[src/hdl/ssq_pkg.sv]
// ----------------------------------------------------------------------------
// ssq_pkg
// Shared types and constants of the step sequencer engine: operation codes,
// register indexes, configuration and result structures.
// ----------------------------------------------------------------------------
`default_nettype none

package ssq_pkg;

   // operation codes carried in the request tuser
   typedef enum logic [2:0] {
      OP_TICK   = 3'd0,
      OP_STEP   = 3'd1,
      OP_PAGE   = 3'd2,
      OP_NOTE   = 3'd3,
      OP_LENGTH = 3'd4,
      OP_GATE   = 3'd5,
      OP_TRACK  = 3'd6,
      OP_NONE   = 3'd7
   } op_type;

   // register indexes on the csr port (byte address is 4 * index)
   localparam logic [2:0] REG_RUNNING      = 3'd0;
   localparam logic [2:0] REG_QUARTER_MODE = 3'd1;
   localparam logic [2:0] REG_STEP_TICKS   = 3'd2;
   localparam logic [2:0] REG_DAC_PER_SEMI = 3'd3;
   localparam logic [2:0] REG_MIN_LENGTH   = 3'd4;

   // register reset values
   localparam logic [15:0] STEP_TICKS_RST = 16'd500;
   localparam logic [15:0] DAC_PER_SEMI_RST = 16'd8192;
   localparam logic [7:0]  MIN_LENGTH_RST = 8'd1;

   // bus widths
   localparam int CSR_AW      = 5;
   localparam int CSR_DW      = 32;
   localparam int REQ_TDATA_W = 8;
   localparam int REQ_TUSER_W = 3;
   localparam int RSP_TDATA_W = 104;

   // step entry layout: gate, note, length
   localparam int ENTRY_W  = 16;
   localparam int CHANNELS = 4;
   localparam int TICK_W   = 17;
   localparam int CMP_W    = 30;

   localparam logic [6:0] NOTE_MAX = 7'd127;
   localparam logic [7:0] LEN_MAX  = 8'd255;

   // gate drops once 19 * step_ticks * length < GATE_TICK_K * ticks
   localparam logic [12:0] GATE_TICK_K = 13'd5100;

   typedef struct packed {
      logic        running;
      logic        quarter_mode;
      logic [15:0] step_ticks;
      logic [15:0] dac_per_semitone;
      logic [7:0]  min_length;
   } cfg_type;

   typedef struct packed {
      logic [CHANNELS-1:0]       gates;
      logic [CHANNELS-1:0][15:0] dac;
      logic                      step_advanced;
      logic [5:0]                play_step;
      logic [5:0]                selected_step;
      logic [1:0]                selected_track;
      logic [6:0]                selected_note;
      logic [7:0]                selected_length;
   } rsp_type;

endpackage

`default_nettype wire

[src/hdl/ssq_store.sv]
// ----------------------------------------------------------------------------
// ssq_store
// Step entry memory addressed by {step, track}: one write port, one read port
// with registered data, and a clearing pass after reset.
// ----------------------------------------------------------------------------
`default_nettype none

module ssq_store #(
   parameter int AW = 8
) (
   input  wire logic                        clock,
   input  wire logic                        reset,
   output logic                             busy,
   input  wire logic [AW-1:0]               raddr,
   output logic [ssq_pkg::ENTRY_W-1:0]      rdata_ff,
   input  wire logic                        we,
   input  wire logic [AW-1:0]               waddr,
   input  wire logic [ssq_pkg::ENTRY_W-1:0] wdata
);

   localparam int DEPTH = 2 ** AW;

   logic [ssq_pkg::ENTRY_W-1:0] store_ff [0:DEPTH-1];
   logic                        clr_busy_ff;
   logic [AW-1:0]               clr_addr_ff;

   // clearing sweep, one entry a cycle
   always_ff @(posedge clock) begin
      if (reset) begin
         clr_busy_ff <= 1'b1;
         clr_addr_ff <= '0;
      end else if (clr_busy_ff) begin
         clr_addr_ff <= clr_addr_ff + 1'b1;
         if (clr_addr_ff == '1) begin
            clr_busy_ff <= 1'b0;
         end
      end
   end

   // write port, shared with the sweep
   always_ff @(posedge clock) begin
      if (clr_busy_ff) begin
         store_ff[clr_addr_ff] <= '0;
      end else if (we) begin
         store_ff[waddr] <= wdata;
      end
   end

   // registered read port
   always_ff @(posedge clock) begin
      rdata_ff <= store_ff[raddr];
   end

   assign busy = clr_busy_ff;

endmodule

`default_nettype wire

[config.mk]
export PLATFORM = sky130hd
export DESIGN_NAME = ssq_store
export DESIGN_NICKNAME = d
export VERILOG_FILES = /design/src/hdl/ssq_pkg.sv /design/src/hdl/ssq_store.sv
export SDC_FILE = /design/constraint.sdc
export NUM_CORES = 2
export LEC_CHECK = 0
export BUFFER_PORTS_ARGS = -buffer_cell sky130_fd_sc_hd__buf_4
export CORE_ASPECT_RATIO = 2
export CORE_UTILIZATION = 46
export DETAILED_ROUTE_END_ITERATION = 6
export GPL_TIMING_DRIVEN = 1
export PLACE_DENSITY = 0.62
export SYNTH_ARGS = -nofsm -noshare
export SYNTH_HDL_FRONTEND = slang
export SYNTH_SLANG_ARGS = --single-unit
[constraint.sdc]
create_clock -name clock -period 7.67 [get_ports clock]
set_clock_uncertainty 0.2 [all_clocks]
set_input_delay 2.301 -clock clock [delete_from_list [all_inputs] [get_ports clock]]
set_output_delay 2.301 -clock clock [all_outputs]
set_load 0.1 [all_outputs]
==> impl_results.md <==
- Outcome: finished, violations left
- Failing checks: design-rule violations, max-capacitance violations
- Max cap viols: 1
- WL/cell: ~36 um
- Worst-Margin Slew: 1.45 ns
- WL final: between 400000 and 500000 um
- Worst stage delay on the critical path: 0.92 ns
- Multiplexer area fraction after synthesis: 15.4%
- Compound-Gate Fraction of Synth Area: around 3.0%
- Pre-CTS setup slack: around 0.84 ns
- CTS buffer count: between 300 and 400
- Register area share after synthesis: roughly 77%
- Initial Util: 46.2%
- Slew headroom: 1.01%
- DR DRC count: 2
- Sum Neg Setup Slack: 0 ns
- Yosys warns: 0
- Post-synthesis instance total: 7538
- Setup CP Type: input pin to register
- CP endpoint kind: register
- Sink Count: 4121
- GRT overflow: 0
- Fmax achieved: 0.165 GHz
- Synth unique cells: 74
- Share of layout cells above drive strength 1: between 20% and 30%
- Cell Pwr Density: 246 nW/um^2
- Crit-path most repeated cell: mux4_2
- Worst path bufs/invs: 2
- Rows: 306
- Post-synthesis adder-cell area fraction: 0.00780%
- Layout fillers: between 20000 and 30000
- Post-route ant nets: 0
- Simple-gate share of the synthesized area: 2.48%
- IO Port Bufs: 51
- FF+latch area: around 120000 sq um
- Worst path slowest cell: o31ai_1
- Vias: 80300
- Final-stage net count: between 8000 and 9000
- Commonest non-fill, non-tap cell in the layout: edfxtp_1
- Total Power: 44200 uW
- Slack of the critical path: 1.62 ns
- Crit-path max FO: 90
- Syn Nets: 7574
- Antenna violations before repair: 37
- #FFs+latches synth: between 4000 and 5000
- Tmin final: just over 6 ns
- DIE HEIGHT: approximately 840 um
- Worst path arrival time: 6.61 ns
- CP top delay family: compound AO/OA/AOI/OAI gates
- H-tree depth: 5
- Worst Hold Class: register to register
- CORE AREA: 347000 sq um
- Most frequent cells in the layout: edfxtp_1, mux4_2, mux2i_1, buf_4, clkbuf_16
- Detail-routed via count per cell: 6.20
- Fraction of registers with async set/reset: 0%
- Maximum vdd ir drop: 181 uV
- Clk_lat worst skew: 0.93 ns
- Die Wd: 420 um
- Num ports: 52
- Largest family of logic cells by synthesized area: multiplexers
- Syn_area_per_cell: 21.3 sq um
- Mapped Area: 160000 sq um
- Vias in the first global route: 81500
- CTS Hold Bufs: 0
- RSZ-0062 raised after global routing: false
- Drt pass-1 iters: 7
- Global placement routability congestion: 0.942
- Final setup fails: 0
- Global Route Usage Sum: 26.4%
- Die area: 351000 sq um
- Post-synth EDFFs: between 4000 and 5000
- Area grow syn2layout: 11.8%
- CTS tree: built
- CTS resizes: 0
- CP Launch Type: input pin
- Clock-pin slew on the worst setup and hold paths: 0.07 ns
- Cell chain of the critical path: buf_8 > buf_12 > mux4_2 > mux4_2 > a22oi_1 > nand2_1 > o31ai_1 > nor3_1
- CTS Root Cell: clkbuf_16
- Final Hold Viols: 0
- Max clock buf depth: 4
- Post-Synth XOR/XNOR Area: 0.0218%
- Final period utilization: about 79%
- Post-CTS setup repair buffer count: 0
- Pin count of the biggest net entering global routing: between 150 and 200
- First-pass GRT wire length: roughly 640000 um
- DPL Wire Length: 296000 um
- Pins Over Slew Limit: 0
- Starting DRC count in detailed routing: 9915
- Area occupied by multi-input gates: 33800 sq um
- Leakage: 0.0618 uW
- WP data required: 8.23 ns
- Main flop type after synthesis: edfxtp_1
[sequential cells by signal (all words and copies together) (netlist names)]
| register | count |
|---|---|
| busy | 1 |
| store_ff | 4096 |
| rdata_ff | 16 |
| clr_addr_ff | 8 |
[final timing paths]
kind / depth (start not counted) / endpoint / startpoint / slack [ns]
setup / recovery: 8 / rdata_ff[6] / raddr[1] / 1.62
hold / removal: 2 / clr_addr_ff[5] / clr_addr_ff[5] / 0.36
setup reg to reg: 7 / store_ff[142][0] / busy / 3.21
hold reg to reg: 2 / clr_addr_ff[5] / clr_addr_ff[5] / 0.36
[per-layer routing]
layer / GRT usage (%) / vias up / routed length [um]
met5: 0 / - / 104
met4: 20.0 / 16 / 41800
met3: 3.24 / 984 / 28300
met2: 45.8 / 3713 / 241000
met1: 29.6 / 43000 / 154000
li1: - / 32500 / -
[logic make-up after synthesis]
family	Yosys count
DFF	4121
muxes	1388
and+or+nand+nor	885
AOI/OAI and AO/OA	687
buffers and inverters	452
xor gates and xnor gates	4
adders and majority gates	1
[cell type report]
class	count	share of cell area, %
flip-flops and latches	4121	68.9
multi-input cells	2965	18.8
repair buffers	553	2.80
clock inverters	200	1.09
clock buffers	416	5.08
well taps	4620	3.22
inverters	5	0.0160
diodes	76	0.106
[power by group]
part | total [uW] | switching (uW) | internal, uW
Sequential | 24500 | 56.2 | 24400
Clock | 17800 | 8050 | 9720
Combinational | 1980 | 1270 | 706
[Yosys cell counts, drive strengths merged (6+ instances only)]
cell	count	area [sq um]
o211ai	6	45.0
a22oi	39	293
clkbuf	166	679
or3	21	133
mux2	22	248
o22ai	134	851
mux4	858	19400
a22o	10	87.6
edfxtp	4096	123000
o221ai	169	1520
nand3b	11	82.6
nor3	113	576
o21ai	103	516
nand3	55	275
o311a	6	60.1
o311ai	11	96.4
nor2	349	1310
a21oi	138	691
mux2i	508	5080
and2	17	106
and3	10	62.6
o31ai	12	100
buf	278	2730
nand4	19	119
nand2	221	830
nor4	31	213
and4	6	52.6
a211oi	27	203
nand2b	15	93.8
dfxtp	25	500
a221oi	13	114
[worst min-delay path, stage by stage, from the launching register on]
cell and delay, ns:
dfxtp_1 0.36, o21ai_0 0.09, a21oi_1 0.07
[through the flow]
stage                     util, %  std cells  hold WS, ns  area, sq um
final                        51.7      13000        0.364       179000
after CTS                    51.6      12900        0.354       179000
after global placement       48.4      12300        0.322       168000
after global routing         51.6      12900        0.398       179000
after floorplan                 -       7538        0.300       160000
after detailed placement     48.4      12300        0.344       168000
No activity file was read; power rests on OpenSTA's default activity.
