### src/hdl/ssq_alu.sv
// ----------------------------------------------------------------------------
// ssq_alu
// Shared 16 x 8 multiplier with a registered product, used for both the
// note to dac scaling and the gate length product.
// ----------------------------------------------------------------------------
`default_nettype none

module ssq_alu (
   input  wire logic        clock,
   input  wire logic [15:0] mul_a,
   input  wire logic [7:0]  mul_b,
   output logic [23:0]      prod_ff
);

   // one multiply per cycle
   always_ff @(posedge clock) begin
      prod_ff <= 24'(mul_a) * 24'(mul_b);
   end

endmodule

`default_nettype wire

### config.mk
export PLATFORM = sky130hd
export DESIGN_NAME = ssq_alu
export DESIGN_NICKNAME = d
export VERILOG_FILES = /design/src/hdl/ssq_alu.sv
export SDC_FILE = /design/constraint.sdc
export NUM_CORES = 1
export LEC_CHECK = 0
export ABC_AREA = 1
export BUFFER_PORTS_ARGS = -buffer_cell sky130_fd_sc_hd__buf_2
export CAP_MARGIN = 20
export CORE_MARGIN = 2
export CORE_UTILIZATION = 67
export DETAILED_ROUTE_END_ITERATION = 12
export GPL_TIMING_DRIVEN = 0
export HOLD_SLACK_MARGIN = 0.03
export PLACE_DENSITY = 0.95
export SKIP_CTS_REPAIR_TIMING = 1
export SYNTH_ARGS = -nofsm -noshare
export SYNTH_HDL_FRONTEND = slang
export SYNTH_SLANG_ARGS = --single-unit
### constraint.sdc
create_clock -name clock -period 6.3 [get_ports clock]
set_clock_uncertainty 0.2 [all_clocks]
set_input_delay 0 -clock clock [delete_from_list [all_inputs] [get_ports clock]]
set_output_delay 0 -clock clock [all_outputs]
set_load 0.02 [all_outputs]
==> impl_metrics.ini, run 1 <==
[yosys]
netlist_instances = 755
synth_seq_area_share_pct = 9.22
synth_cell_types = 23
netlist_area_mm2 = 0.00521
yosys_warnings = 0
ys_seq_elements = 24
syn_area_per_cell_um2 = 6.90
synth_nets = 908

[worst_hold_path]
hold_class = in -> reg
min-delay-start = mul_b[1]
hold_path_depth = 4

[placed_design]
portBuffers = 24
post-place-cells = 881
gp_congestion = 0.920
dp_slack_ns = 1.70
dp_hpwl_mm = 10.1
place_area_mm2 = 0.00546

[sta]
setup_viol = 0
rsz0062_at_grt = no
hold_viol = 0
slew_headroom_pct = 58.0
fin_crit_ns = 4.44
worst_slew_pin_slew_ns = 0.629
fin_crit_sh_pct = 70.4
setup_tns_ns = 0
setup_ws_ns = 1.86
maxSlewViolCount = 0
fmax_mhz = 225

[worst_setup_path]
crit_path_frequent_cell = nand2_1
cp_slowest_stage_delay_ns = 0.56
setup.worst_path.end_class = flip-flop
path_cells = clkbuf_1 -> clkbuf_1 -> nand2_1 -> inv_1 -> fa_1 -> fa_1 -> fa_1 -> inv_1 -> fa_1 -> inv_1 -> ha_1 -> a21oi_1 -> and2_4 -> nand2_1 -> nand2_1 -> nand3_1 -> nand2_1 -> nand2_1
cp_max_fo = 10
critical_path_class = in -> reg
critPathLaunch = mul_b[7]
critPathLaunchType = input port
crit_slowest_cell = fa_1
critPathRequiredTime_ns = 6.27
arrival_ns = 4.41

[layout]
largest_reg_flops = 24
area_delta_synth_final_pct = 6.51
nets = 939
final_area_mm2 = 0.00555
biggestRegsByFlops = prod_ff (24)
antenna_cells = 0
fin_cells = 887
drive_above_1_share_pct = 8.03
largest-register = prod_ff

[clocking]
tritoncts = done
clock_sinks = 24
path_clk_slew_ns = 0.09
htree_levels = 1
clk_path_buf_depth = 2
cts_root_buffer = clkbuf_8
cts_made_buffers = 3

[routing]
wl_mm = 12.0
num_vias = 4634
wire_per_inst_um = 13.5
drc_errors = 0
drtAntennaViolNets = 0
vias_per_cell = 5.22
first_pass_iters = 5
first_iter_violations = 298

[pwr]
p_per_area_mw_per_mm2 = 408
peakVddDrop_uv = 299
leakage_nw = 3.75

[floorplanning]
core_area_mm2 = 0.00765
num_rows = 32
die_w_um = 92.2
ioPinCount = 49
dieArea_mm2 = 0.00850
start_util_pct = 68.1
die_y_um = 92.2

[global_route]
grt_pass1_vias = 5044
antenna_found_initial = 0
overflow = 0
grt_max_degree = 15
grt_pass1_wl_mm = 21.3
track_usage_pct = 31.3

[run]
drv_cap = 0

[outcome]
status = finished, final reports clean
[final cells by class]
| type | count | area, um2 |
|---|---|---|
| plain buffers | 32 | 120 |
| flip-flops and latches | 24 | 480 |
| fillers | 609 | 2100 |
| inverters | 247 | 927 |
| repair buffers | 26 | 140 |
| clock inverters | 1 | 30.0 |
| clock buffers | 3 | 41.3 |
| multi-input cells | 452 | 3680 |
| well taps | 102 | 128 |
[metrics by stage]
step                      total power [mW]  hold WS, ns  utilization, %
after global placement                2.01        0.160            71.4
after global routing                  2.52        0.171            72.5
after CTS                             2.25       -0.108            72.3
after detailed placement              2.09        0.183            71.4
final                                 2.26        0.126            72.5
after floorplan                       1.67       0.0877               -
[path summary, 6_finish.rpt]
kind                  slack [ns]     endpoint
worst max-delay path        1.86  prod_ff[22]
worst min-delay path        0.13   prod_ff[1]
[placed cells by master, fill, tap and decap left out, types with 4 or more instances in the layout]
master | Yosys | routed
nand3_1 | 15 | 15
xor2_1 | 8 | 8
dfxtp_1 | 24 | 24
nor2_1 | 15 | 15
nand3_2 | 6 | 6
nand2_1 | 233 | 233
fa_1 | 84 | 84
a21oi_1 | 10 | 10
inv_1 | 242 | 242
nor3_1 | 4 | 4
o21bai_1 | 4 | 4
buf_2 | 0 | 24
clkbuf_1 | 31 | 31
ha_1 | 44 | 44
nor2_2 | 6 | 6
nand2_2 | 11 | 11
inv_2 | 5 | 5
[synthesized netlist by cell type]
library cell  instances  area, um2
inv_1               242        908
nand3_1              15       75.1
clkbuf_1             31        116
nor3_1                4       20.0
buf_1                 1       3.75
nor2_1               15       56.3
nand4_1               2       12.5
and2_4                2       17.5
a21oi_1              10       50.1
nand3b_1              1       7.51
o21bai_1              4       30.0
inv_2                 5       18.8
ha_1                 44        551
nand3_2               6       60.1
xnor2_1               2       17.5
fa_1                 84       1680
nand2_1             233        875
nor2_2                6       37.5
xor2_1                8       70.1
a21oi_2               2       17.5
dfxtp_1              24        480
nand2_2              11       68.8
nor2_4                3       33.8
[power breakdown]
group / total [mW] / switching, mW / internal [mW] / leakage [nW]
Clock: 0.136 / 0.0509 / 0.0850 / 0.0357
Sequential: 0.254 / 0.0156 / 0.238 / 0.202
Combinational: 1.87 / 1.21 / 0.658 / 3.51
[kinds of logic after synthesis]
logic type | synth area share [%]
xor gates and xnor gates | 1.68
adders and majority gates | 42.9
and+or+nand+nor | 24.3
AOI/OAI and AO/OA | 1.87
DFF | 9.22
buffers and inverters | 20.1
[worst max-delay path, delay by kind of cell]
| kind | cells | cell delay [ns] |
|---|---|---|
| AO/OA/AOI/OAI | 1 | 0.27 |
| AND/OR/NAND/NOR | 7 | 0.70 |
| buffers and inverters | 5 | 1.02 |
| adder cells (fa/ha/maj) | 5 | 2.43 |
[routing by layer]
metal	wire length (um)	part of all wire, %	global-route usage [%]	up-vias
met2	6310	53	59.0	219
met5	0	0	0	-
met3	796	6.7	4.27	67
met1	4290	36	35.1	2201
met4	563	4.7	13.6	0
li1	-	-	-	2147
Note: power is estimated with default switching activity, not from simulation.
==> run 2, diff against run 1 <==
--- a/config.mk
+++ b/config.mk
@@ -9,11 +9,11 @@
 export BUFFER_PORTS_ARGS = -buffer_cell sky130_fd_sc_hd__buf_2
 export CAP_MARGIN = 20
 export CORE_MARGIN = 2
-export CORE_UTILIZATION = 67
+export CORE_UTILIZATION = 62
 export DETAILED_ROUTE_END_ITERATION = 12
 export GPL_TIMING_DRIVEN = 0
 export HOLD_SLACK_MARGIN = 0.03
-export PLACE_DENSITY = 0.95
+export PLACE_DENSITY = 0.91
 export SKIP_CTS_REPAIR_TIMING = 1
 export SYNTH_ARGS = -nofsm -noshare
 export SYNTH_HDL_FRONTEND = slang
==> constraint.sdc (replaced) <==
create_clock -name clock -period 4.6 [get_ports clock]
set_clock_uncertainty 0.2 [all_clocks]
set_input_delay 0 -clock clock [delete_from_list [all_inputs] [get_ports clock]]
set_output_delay 0 -clock clock [all_outputs]
set_load 0.02 [all_outputs]
==> run 2 against run 1 <==
  * Via count shrank 6.5%
  * Wire length fell by 11%
  * First-iteration DRC count decreased by 34%
  * Final cell count grew 0.23%
  * Sequential share of layout area about the same
  * Count of clock-buffer cells in the layout unchanged
  * Worst setup slack lost 1.5 ns
  * Non-clock buffer count unchanged
  * Critical endpoint is now prod_ff[17]
  * Highest routed layer unchanged
==> impl_metrics.ini, run 2 (synthesis gave the netlist of run 1 again) <==
[outcome]
status = finished, final reports clean

[worst_setup_path]
arrival_ns = 4.23
setup.worst_path.end_class = flip-flop
critPathLaunch = mul_b[2]
critPathLaunchType = input port
critPathRequiredTime_ns = 4.56
path_cells = clkbuf_1 -> clkbuf_1 -> nand2_1 -> inv_1 -> fa_1 -> fa_1 -> fa_1 -> inv_1 -> fa_1 -> inv_1 -> ha_1 -> nand2_1 -> inv_1 -> nand2_1 -> nor3_1 -> nand2_1 -> nand3_1 -> nand2_1
cp_num_buf_inv = 6
crit_slowest_cell = fa_1
path_delay_family = adder cells
cp_slowest_stage_delay_ns = 0.55
crit_path_frequent_cell = nand2_1
cp_max_fo = 10
critical_path_class = in -> reg

[routing]
drtAntennaViolNets = 0
wire_per_inst_um = 12.0
drc_errors = 0
first_pass_iters = 6
wl_mm = 10.7
first_iter_violations = 196
num_vias = 4332
vias_per_cell = 4.87

[clocking]
clock_sinks = 24
cts_root_buffer = clkbuf_8
htree_levels = 1
tritoncts = done
cts_made_buffers = 3
path_clk_slew_ns = 0.08
clk_path_buf_depth = 2

[sta]
maxSlewViolCount = 0
setup_ws_ns = 0.333
setup_viol = 0
fin_crit_sh_pct = 92.8
worst_slew_pin_slew_ns = 0.543
fin_crit_ns = 4.27
setup_tns_ns = 0
slew_headroom_pct = 63.8
rsz0062_at_grt = no
fmax_mhz = 234
hold_viol = 0

[global_route]
grt_max_degree = 13
overflow = 0
grt_pass1_wl_mm = 19.0
antenna_found_initial = 0
grt_pass1_vias = 4473
track_usage_pct = 26.4

[layout]
nets = 939
biggestRegsByFlops = prod_ff (24)
layout_commonest_cell = inv_1
layout_common_cells = inv_1 (242), nand2_1 (233), fa_1 (84)
antenna_cells = 0
area_delta_synth_final_pct = 6.08
final_area_mm2 = 0.00553
largest-register = prod_ff
drive_above_1_share_pct = 8.29
fill_cells = 673
seq_area_um2 = 480
largest_reg_flops = 24
multi_input_area_mm2 = 0.00368
final_util_pct = 67.6

[floorplanning]
dieArea_mm2 = 0.00915
core_area_mm2 = 0.00818
num_rows = 33
die_w_um = 95.7
ioPinCount = 49
start_util_pct = 63.7
die_y_um = 95.7

[placed_design]
gp_congestion = 0.931
dp_hpwl_mm = 9.15
place_area_mm2 = 0.00546
portBuffers = 24
dp_slack_ns = -0.0698

[run]
drv_cap = 0

[pwr]
leakage_nw = 3.74
peakVddDrop_uv = 317
p_per_area_mw_per_mm2 = 535

[worst_hold_path]
hold_class = in -> reg
min-delay-start = mul_b[1]
[run 2: changes by cell type in the layout (fill, tap and decap cells not counted), sizes merged]
cell	change
bufinv	-1
[run 2: worst paths after layout]
check | endpoint | slack [ns] | depth (start not counted)
min | prod_ff[1] | 0.09 | 4
max | prod_ff[17] | 0.33 | 18
[run 2: through the flow]
stage / power, mW / instances / hold WS, ns
after floorplan: 2.29 / 755 / 0.0877
after global placement: 2.77 / 884 / 0.151
after global routing: 3.35 / 889 / 0.171
after CTS: 2.96 / 887 / -0.115
after detailed placement: 2.83 / 884 / 0.165
final: 2.96 / 889 / 0.0922
[run 2: layer usage]
layer | wire length [um] | GRT usage, % | up-vias | part of all wire (%)
li1 | - | - | 2145 | -
met1 | 4210 | 31.3 | 2039 | 39
met2 | 5800 | 49.9 | 132 | 54
met3 | 548 | 3.87 | 16 | 5.1
met4 | 148 | 6.19 | 0 | 1.4
met5 | 0 | 0 | - | 0
[run 2: cell type report]
cell class	instances	area share, %
clock buffer	3	0.747
multi-input combinational	452	66.6
tap	105	2.38
inverter	247	16.8
sequential	24	8.70
timing repair buffer	26	2.54
buffer	32	2.24
[run 2: report_power, final]
part           total [mW]  switching [mW]  internal [mW]
combinational        2.49            1.60          0.895
clock               0.119          0.0606         0.0585
sequential          0.346          0.0197          0.326
total                2.96            1.68           1.28
