### src/hdl/ssq_pkg.sv
// ----------------------------------------------------------------------------
// ssq_pkg
// Shared types and constants of the step sequencer engine: operation codes,
// register indexes, configuration and result structures.
// ----------------------------------------------------------------------------
`default_nettype none

package ssq_pkg;

   // operation codes carried in the request tuser
   typedef enum logic [2:0] {
      OP_TICK   = 3'd0,
      OP_STEP   = 3'd1,
      OP_PAGE   = 3'd2,
      OP_NOTE   = 3'd3,
      OP_LENGTH = 3'd4,
      OP_GATE   = 3'd5,
      OP_TRACK  = 3'd6,
      OP_NONE   = 3'd7
   } op_type;

   // register indexes on the csr port (byte address is 4 * index)
   localparam logic [2:0] REG_RUNNING      = 3'd0;
   localparam logic [2:0] REG_QUARTER_MODE = 3'd1;
   localparam logic [2:0] REG_STEP_TICKS   = 3'd2;
   localparam logic [2:0] REG_DAC_PER_SEMI = 3'd3;
   localparam logic [2:0] REG_MIN_LENGTH   = 3'd4;

   // register reset values
   localparam logic [15:0] STEP_TICKS_RST = 16'd500;
   localparam logic [15:0] DAC_PER_SEMI_RST = 16'd8192;
   localparam logic [7:0]  MIN_LENGTH_RST = 8'd1;

   // bus widths
   localparam int CSR_AW      = 5;
   localparam int CSR_DW      = 32;
   localparam int REQ_TDATA_W = 8;
   localparam int REQ_TUSER_W = 3;
   localparam int RSP_TDATA_W = 104;

   // step entry layout: gate, note, length
   localparam int ENTRY_W  = 16;
   localparam int CHANNELS = 4;
   localparam int TICK_W   = 17;
   localparam int CMP_W    = 30;

   localparam logic [6:0] NOTE_MAX = 7'd127;
   localparam logic [7:0] LEN_MAX  = 8'd255;

   // gate drops once 19 * step_ticks * length < GATE_TICK_K * ticks
   localparam logic [12:0] GATE_TICK_K = 13'd5100;

   typedef struct packed {
      logic        running;
      logic        quarter_mode;
      logic [15:0] step_ticks;
      logic [15:0] dac_per_semitone;
      logic [7:0]  min_length;
   } cfg_type;

   typedef struct packed {
      logic [CHANNELS-1:0]       gates;
      logic [CHANNELS-1:0][15:0] dac;
      logic                      step_advanced;
      logic [5:0]                play_step;
      logic [5:0]                selected_step;
      logic [1:0]                selected_track;
      logic [6:0]                selected_note;
      logic [7:0]                selected_length;
   } rsp_type;

endpackage

`default_nettype wire

### src/hdl/ssq_ctrl.sv
// ----------------------------------------------------------------------------
// ssq_ctrl
// Sequencer for the step sequencer engine: edit operations, tick timing,
// per-channel scan over the shared multiplier and the result register.
// ----------------------------------------------------------------------------
`default_nettype none

module ssq_ctrl #(
   parameter int STEPS      = 64,
   parameter int TRACKS     = 4,
   parameter int PAGE_STEPS = 16,
   parameter int AW         = 8
) (
   input  wire logic                        clock,
   input  wire logic                        reset,
   input  wire ssq_pkg::cfg_type            cfg,
   input  wire logic                        in_valid,
   output logic                             in_ready,
   input  wire ssq_pkg::op_type             in_op,
   input  wire logic                        in_dir,
   input  wire logic [1:0]                  in_trk,
   output logic                             out_valid,
   input  wire logic                        out_ready,
   output ssq_pkg::rsp_type                 out_rsp,
   input  wire logic                        mem_busy,
   output logic [AW-1:0]                    mem_raddr,
   input  wire logic [ssq_pkg::ENTRY_W-1:0] mem_rdata,
   output logic                             mem_we,
   output logic [AW-1:0]                    mem_waddr,
   output logic [ssq_pkg::ENTRY_W-1:0]      mem_wdata,
   output logic [15:0]                      mul_a,
   output logic [7:0]                       mul_b,
   input  wire logic [23:0]                 mul_prod
);

   localparam int SW        = $clog2(STEPS);
   localparam int TW        = AW - SW;
   localparam int LW        = $clog2(STEPS + 1);
   localparam int RW        = $clog2(2 * STEPS + PAGE_STEPS);
   localparam int NCH       = (TRACKS < ssq_pkg::CHANNELS) ? TRACKS : ssq_pkg::CHANNELS;
   localparam int QLIM      = (PAGE_STEPS < STEPS) ? PAGE_STEPS : STEPS;
   localparam int PAGE_DOWN = STEPS - (PAGE_STEPS % STEPS);

   typedef enum logic [3:0] {
      ST_IDLE,
      ST_DISPATCH,
      ST_REDUCE,
      ST_RHS,
      ST_RD,
      ST_MUL,
      ST_ACC,
      ST_FINAL,
      ST_OUT
   } state_type;

   state_type                      state_ff;
   ssq_pkg::op_type                op_ff;
   logic                           dir_ff;
   logic [1:0]                     trk_ff;
   logic [SW-1:0]                  pos_ff;
   logic [ssq_pkg::TICK_W-1:0]     tick_ff;
   logic [SW-1:0]                  edit_step_ff;
   logic [TW-1:0]                  edit_trk_ff;
   logic [ssq_pkg::CHANNELS-1:0]   gates_ff;
   logic [ssq_pkg::CHANNELS-1:0][15:0] dac_ff;
   logic                           adv_ff;
   logic [1:0]                     ch_ff;
   logic                           gate_ff;
   logic [ssq_pkg::CMP_W-1:0]      rhs_ff;
   logic [RW-1:0]                  red_val_ff;
   logic [RW-1:0]                  red_mod_ff;
   logic                           red_pos_ff;
   logic                           out_valid_ff;
   ssq_pkg::rsp_type               out_ff;

   logic [AW-1:0]                  sel_addr;
   logic [LW-1:0]                  lim;
   logic [ssq_pkg::TICK_W-1:0]     tick_in;
   logic                           cur_gate;
   logic [6:0]                     cur_note;
   logic [7:0]                     cur_len;
   logic [6:0]                     note_in;
   logic [7:0]                     len_in;
   logic [ssq_pkg::ENTRY_W-1:0]    entry_in;
   logic [ssq_pkg::CMP_W-1:0]      lhs;
   logic                           out_free;

   // decoded entry and common values
   assign sel_addr = {edit_step_ff, edit_trk_ff};
   assign lim      = cfg.quarter_mode ? LW'(QLIM) : LW'(STEPS);
   assign tick_in  = tick_ff + 1'b1;
   assign cur_gate = mem_rdata[15];
   assign cur_note = mem_rdata[14:8];
   assign cur_len  = mem_rdata[7:0];
   assign out_free = !out_valid_ff || out_ready;

   // gate length product times nineteen by shift and add
   assign lhs = (ssq_pkg::CMP_W'(mul_prod) << 4) + (ssq_pkg::CMP_W'(mul_prod) << 1)
              + ssq_pkg::CMP_W'(mul_prod);

   // saturating note and length nudges
   always_comb begin
      if (dir_ff) begin
         note_in = (cur_note < ssq_pkg::NOTE_MAX) ? cur_note + 1'b1 : ssq_pkg::NOTE_MAX;
         len_in  = (cur_len < ssq_pkg::LEN_MAX) ? cur_len + 1'b1 : ssq_pkg::LEN_MAX;
      end else begin
         note_in = (cur_note == '0) ? '0 : cur_note - 1'b1;
         len_in  = (cur_len > cfg.min_length) ? cur_len - 1'b1 : cfg.min_length;
      end
   end

   // edited entry
   always_comb begin
      case (op_ff)
         ssq_pkg::OP_NOTE:   entry_in = {cur_gate, note_in, cur_len};
         ssq_pkg::OP_LENGTH: entry_in = {cur_gate, cur_note, len_in};
         ssq_pkg::OP_GATE:   entry_in = {!cur_gate, cur_note, cur_len};
         default:            entry_in = mem_rdata;
      endcase
   end

   // memory port and shared multiplier operands
   always_comb begin
      mem_raddr = (state_ff == ST_RD) ? {pos_ff, TW'(ch_ff)} : sel_addr;
      mem_we    = (state_ff == ST_DISPATCH) &&
                  (op_ff inside {ssq_pkg::OP_NOTE, ssq_pkg::OP_LENGTH, ssq_pkg::OP_GATE});
      mem_waddr = sel_addr;
      mem_wdata = entry_in;
      mul_a     = adv_ff ? cfg.dac_per_semitone : cfg.step_ticks;
      mul_b     = adv_ff ? {1'b0, cur_note} : cur_len;
   end

   // sequencer
   always_ff @(posedge clock) begin
      if (reset) begin
         state_ff     <= ST_IDLE;
         pos_ff       <= '0;
         tick_ff      <= '0;
         edit_step_ff <= '0;
         edit_trk_ff  <= '0;
         gates_ff     <= '0;
         dac_ff       <= '0;
         adv_ff       <= 1'b0;
         out_valid_ff <= 1'b0;
      end else begin
         // result slot: filled when leaving the output state, emptied on accept
         if (state_ff == ST_OUT && out_free) begin
            out_valid_ff <= 1'b1;
         end else if (out_ready) begin
            out_valid_ff <= 1'b0;
         end
         case (state_ff)
            ST_IDLE: begin
               if (in_valid && !mem_busy) begin
                  op_ff    <= in_op;
                  dir_ff   <= in_dir;
                  trk_ff   <= in_trk;
                  adv_ff   <= 1'b0;
                  state_ff <= ST_DISPATCH;
               end
            end
            ST_DISPATCH: begin
               state_ff <= ST_FINAL;
               case (op_ff)
                  ssq_pkg::OP_TICK: begin
                     if (!cfg.running) begin
                        gates_ff <= '0;
                        dac_ff   <= '0;
                     end else if (tick_in > {1'b0, cfg.step_ticks}) begin
                        tick_ff    <= tick_in - ssq_pkg::TICK_W'(cfg.step_ticks);
                        adv_ff     <= 1'b1;
                        gates_ff   <= '0;
                        red_val_ff <= RW'(pos_ff) + 1'b1;
                        red_mod_ff <= RW'(lim);
                        red_pos_ff <= 1'b1;
                        state_ff   <= ST_REDUCE;
                     end else begin
                        tick_ff  <= tick_in;
                        state_ff <= ST_RHS;
                     end
                  end
                  ssq_pkg::OP_STEP: begin
                     if (dir_ff) begin
                        red_val_ff <= RW'(edit_step_ff) + 1'b1;
                        red_mod_ff <= RW'(lim);
                        red_pos_ff <= 1'b0;
                        state_ff   <= ST_REDUCE;
                     end else if (edit_step_ff == '0) begin
                        edit_step_ff <= SW'(lim - 1'b1);
                     end else begin
                        edit_step_ff <= edit_step_ff - 1'b1;
                     end
                  end
                  ssq_pkg::OP_PAGE: begin
                     if (!cfg.running && !cfg.quarter_mode) begin
                        red_val_ff <= dir_ff ? RW'(edit_step_ff) + RW'(PAGE_STEPS)
                                             : RW'(edit_step_ff) + RW'(PAGE_DOWN);
                        red_mod_ff <= RW'(STEPS);
                        red_pos_ff <= 1'b0;
                        state_ff   <= ST_REDUCE;
                     end
                  end
                  ssq_pkg::OP_TRACK: begin
                     if (32'(trk_ff) < TRACKS) begin
                        edit_trk_ff <= TW'(trk_ff);
                     end
                  end
                  default: begin
                  end
               endcase
            end
            // modulo by repeated subtraction
            ST_REDUCE: begin
               if (red_val_ff >= red_mod_ff) begin
                  red_val_ff <= red_val_ff - red_mod_ff;
               end else if (red_pos_ff) begin
                  pos_ff   <= SW'(red_val_ff);
                  ch_ff    <= '0;
                  state_ff <= ST_RD;
               end else begin
                  edit_step_ff <= SW'(red_val_ff);
                  state_ff     <= ST_FINAL;
               end
            end
            ST_RHS: begin
               rhs_ff   <= ssq_pkg::CMP_W'(tick_ff) * ssq_pkg::CMP_W'(ssq_pkg::GATE_TICK_K);
               ch_ff    <= '0;
               state_ff <= ST_RD;
            end
            // per-channel scan: read, multiply, use
            ST_RD: begin
               state_ff <= ST_MUL;
            end
            ST_MUL: begin
               gate_ff  <= cur_gate;
               state_ff <= ST_ACC;
            end
            ST_ACC: begin
               if (adv_ff) begin
                  gates_ff[ch_ff] <= gate_ff;
                  dac_ff[ch_ff]   <= mul_prod[23:8];
               end else if (gate_ff && (lhs < rhs_ff)) begin
                  gates_ff[ch_ff] <= 1'b0;
               end
               if (ch_ff == 2'(NCH - 1)) begin
                  state_ff <= ST_FINAL;
               end else begin
                  ch_ff    <= ch_ff + 1'b1;
                  state_ff <= ST_RD;
               end
            end
            ST_FINAL: begin
               state_ff <= ST_OUT;
            end
            ST_OUT: begin
               if (out_free) begin
                  state_ff <= ST_IDLE;
               end
            end
            default: begin
               state_ff <= ST_IDLE;
            end
         endcase
      end
   end

   // result payload
   always_ff @(posedge clock) begin
      if (state_ff == ST_OUT && out_free) begin
         out_ff.gates           <= cfg.running ? gates_ff : '0;
         out_ff.dac             <= cfg.running ? dac_ff : '0;
         out_ff.step_advanced   <= adv_ff;
         out_ff.play_step       <= 6'(pos_ff);
         out_ff.selected_step   <= 6'(edit_step_ff);
         out_ff.selected_track  <= 2'(edit_trk_ff);
         out_ff.selected_note   <= cur_note;
         out_ff.selected_length <= cur_len;
      end
   end

   assign in_ready  = (state_ff == ST_IDLE) && !mem_busy;
   assign out_valid = out_valid_ff;
   assign out_rsp   = out_ff;

endmodule

`default_nettype wire

### config.mk
export PLATFORM = sky130hd
export DESIGN_NAME = ssq_ctrl
export DESIGN_NICKNAME = d
export VERILOG_FILES = /design/src/hdl/ssq_pkg.sv /design/src/hdl/ssq_ctrl.sv
export SDC_FILE = /design/constraint.sdc
export NUM_CORES = 1
export LEC_CHECK = 0
export BUFFER_PORTS_ARGS = -buffer_cell sky130_fd_sc_hd__buf_2
export CORE_ASPECT_RATIO = 1.1
export CORE_UTILIZATION = 45
export CTS_CLUSTER_DIAMETER = 100
export DETAILED_ROUTE_END_ITERATION = 6
export GPL_TIMING_DRIVEN = 0
export PLACE_DENSITY = 0.71
export SYNTH_ARGS = -nofsm -noshare
export SYNTH_HDL_FRONTEND = slang
export SYNTH_SLANG_ARGS = --single-unit
### constraint.sdc
create_clock -name clock -period 5.5 [get_ports clock]
set_input_delay 0.275 -clock clock [delete_from_list [all_inputs] [get_ports clock]]
set_output_delay 0.275 -clock clock [all_outputs]
set_load 0.01 [all_outputs]
==> impl_metrics.yaml <==
die:
  pin_count: 250
  die_y_um: 219
  die_x_um: 199
  start_util: 0.456
  num_rows: 79
  core_um2: 42200
  design.die.area_um2: 43600
route:
  drt_iter0_markers: 1067
  route.antenna.remaining_nets: 0
  via_per_inst: 5.62
  firstDrtPassIters: 5
  routed_wl_um: 52800
  wire_per_inst_um: 18.0
  drc: 0
  vias: 16503
logic_synthesis:
  synth-seq-cells: 251
  synth_fp_nets: 2402
  netlist_area_um2: 19300
  async_reset_ff_frac: 0
  yosys_warnings: 0
  ys_types: 75
  ys_dominant_reg_cell: "edfxtp_1"
  synth_top_cells_by_area: "edfxtp_1 (23%), fa_1 (11%), ha_1 (11%)"
  yosysTopAreaCellShare: 0.228
  syn_inst: 2031
  yosysSeqAreaShare: 0.337
  yosys-top-cells-count: "inv_1 (212), nor2_1 (179), ha_1 (170), edfxtp_1 (146), o21ai_0 (123)"
  syn-mean-instance-area_um2: 9.48
  yosysMostFrequentCell: "inv_1"
  synth_edf_count: 146
  yosys.area.top_type: "edfxtp_1"
timing:
  finalHoldViolations: 0
  slew_headroom: 0.233
  setup_slack_ns: 0.117
  min_period_over_period: 0.979
  slew_violations: 0
  tightest_slew_ns: 1.14
  clock_skew_ns: 0.0263
  tns_ns: 0
  setup_viol: 0
  finalCriticalPeriod_ns: 5.38
  max_freq_mhz: 186
layout:
  antenna_cells: 0
  nNetsFinal: 2717
  area_growth_pct: 18.0
  fillerInstances: 3801
  drive_gt1_frac: 0.163
setup_path:
  crit_path_end_kind: "flop"
  critPathLaunch: "tick_ff[7]$_SDFFE_PP0P_"
  critical_path.max_fanout: 7
  r2r-end: "rhs_ff[29]$_DFFE_PP_"
  critical_path_required_ns: 5.86
  rrSetupSlack_ns: 0.12
  rr_worst_depth: 17
  startpoint_type: "flop"
  crit_arrival_ns: 5.74
  criticalPathCategory: "reg2reg"
  crit_path_end: "rhs_ff[29]$_DFFE_PP_"
  rr_startpoint: "tick_ff[7]$_SDFFE_PP0P_"
clock_network:
  clk_pin_slew_ns: 0.07
  numCtsBuffers: 28
  cts.sinks: 251
  clock_path_buffers: 3
  cts_tree: "yes"
  worstSkewPairLatency_ns: 0.57
  htreeDepth: 1
  clockRootBuffer: "clkbuf_16"
power_and_ir_drop:
  p_leak_nw: 10.0
  p_comb_frac: 0.245
  p_int_mw: 3.74
  total_power_mw: 5.40
  clkPwrFrac: 0.367
  ir_worst_vdd_mv: 0.238
  switchingPower_mw: 1.66
  p_per_area_nw_per_um2: 238
  swShare: 0.307
  p_seq_frac: 0.388
global_routing:
  track_usage: 0.239
  grt_remaining_overflow: 0
  grt_pass1_vias: 15791
  grt_antenna_before_repair: 0
  grt_pass1_wl_um: 82900
  grt_max_degree: 39
worst_hold_path:
  min-delay-start: "mem_rdata[6]"
  hold_path.class: "in2reg"
run_status:
  outcome: "completed"
place:
  place_congestion: 0.894
  io_buffer_count: 249
  dp_hpwl_um: 41300
  pre_cts_ws_ns: -0.460
run:
  cap_violations: 0
cell usage in the layout, fill, tap and decap left out, types with 21 or more instances in the layout:
master	n
a211oi_1	69
ha_1	162
nand3b_1	49
a22oi_1	21
nor3_1	32
nor2_1	179
o21ai_0	123
fa_1	106
inv_1	212
xnor2_1	52
buf_2	251
edfxtp_1	146
a21oi_1	102
clkbuf_16	29
clkbuf_1	76
and2_1	74
mux2i_1	35
a21o_1	37
xor2_1	27
nand3_1	38
nand2_1	106
dfxtp_1	92
state kept, by name (all words and copies together), names as in the netlist, 3 cells and up:
register / count
state_ff: 4
op_ff: 3
dac_ff: 64
out_rsp: 98
tick_ff: 17
gates_ff: 4
edit_step_ff: 6
pos_ff: 6
red_val_ff: 8
rhs_ff: 28
repair_timing:
item / in CTS / in global routing
pin swaps: 4 / 15
buffers inserted: 9 / 6
endpoints found under the setup margin: 6 / 10
hold buffers: 20 / 0
gates resized for setup: 30 / 14
hold endpoints to repair: 20 / 0
stage by stage:
| stage | std cells | instance area (um^2) | utilization | hold WS (ns) |
|---|---|---|---|---|
| after global placement | 2847 | 21200 | 0.503 | 0.419 |
| after CTS | 2930 | 22600 | 0.536 | 0.00997 |
| after floorplan | 2031 | 19300 | - | 0.374 |
| final | 2935 | 22700 | 0.538 | 0.0331 |
| after detailed placement | 2851 | 21300 | 0.504 | 0.423 |
| after global routing | 2935 | 22700 | 0.538 | 0.0413 |
worst min-delay path by stage:
stage,depth (start not counted),endpoint,slack (ns)
final,1,out_rsp[6]$_DFFE_PP_,0.03
after global routing,1,out_rsp[6]$_DFFE_PP_,0.04
after CTS,1,out_rsp[6]$_DFFE_PP_,0.01
after detailed placement,0,out_rsp[27]$_DFFE_PP_,0.42
after global placement,0,out_rsp[27]$_DFFE_PP_,0.42
after floorplan,0,dir_ff$_DFFE_PP_,0.37
per-layer routing:
layer  vias to the layer above  part of all wire  global-route usage
li1                       7841                 -                   -
met4                         0             0.037              0.0869
met2                       582              0.48               0.401
met5                         -                 0                   0
met3                       113             0.057              0.0246
met1                      7967              0.42               0.317
cell families after synthesis:
kind of cell | count (synthesis) | share of synthesized area
mux | 46 | 0.0246
xor+xnor | 80 | 0.0368
fa+ha+maj | 278 | 0.223
simple gates | 584 | 0.153
compound gates | 488 | 0.166
flops | 251 | 0.337
buf+inv | 304 | 0.0599
critical path, stage by stage, from the launching register on:
cell and delay, ns:
dfxtp_4 0.38, buf_4 0.15, fa_1 0.45, ha_1 0.31, fa_1 0.54, inv_1 0.06, fa_1 0.50, inv_1 0.05
fa_1 0.54, ha_4 0.23, or2_4 0.25, a31o_1 0.20, a21o_1 0.17, a221o_2 0.39, o311a_4 0.34, o311ai_4 0.31
nand3_2 0.17, o311ai_4 0.13
power by group through the flow:
stage | logic [mW] | registers, mW | clock network, mW
4_1_cts | 1.31 | 2.09 | 2.01
3_3_place_gp | 1.24 | 2.14 | 0
5_1_grt | 1.48 | 2.10 | 2.08
6_report | 1.32 | 2.10 | 1.98
2_1_floorplan | 0.902 | 2.12 | 0
3_5_place_dp | 1.28 | 2.14 | 0
area by class of cell:
type	count	area, um^2	share of cell area
plain buffers	89	344	0.0151
clock buffers	33	751	0.0330
clock inverters	19	226	0.00997
inverters	212	796	0.0350
multi-input cells	1476	11800	0.517
flip-flops and latches	251	6520	0.287
well taps	567	709	0.0312
repair buffers	288	1620	0.0714
No activity file was read; power rests on OpenSTA's default activity.
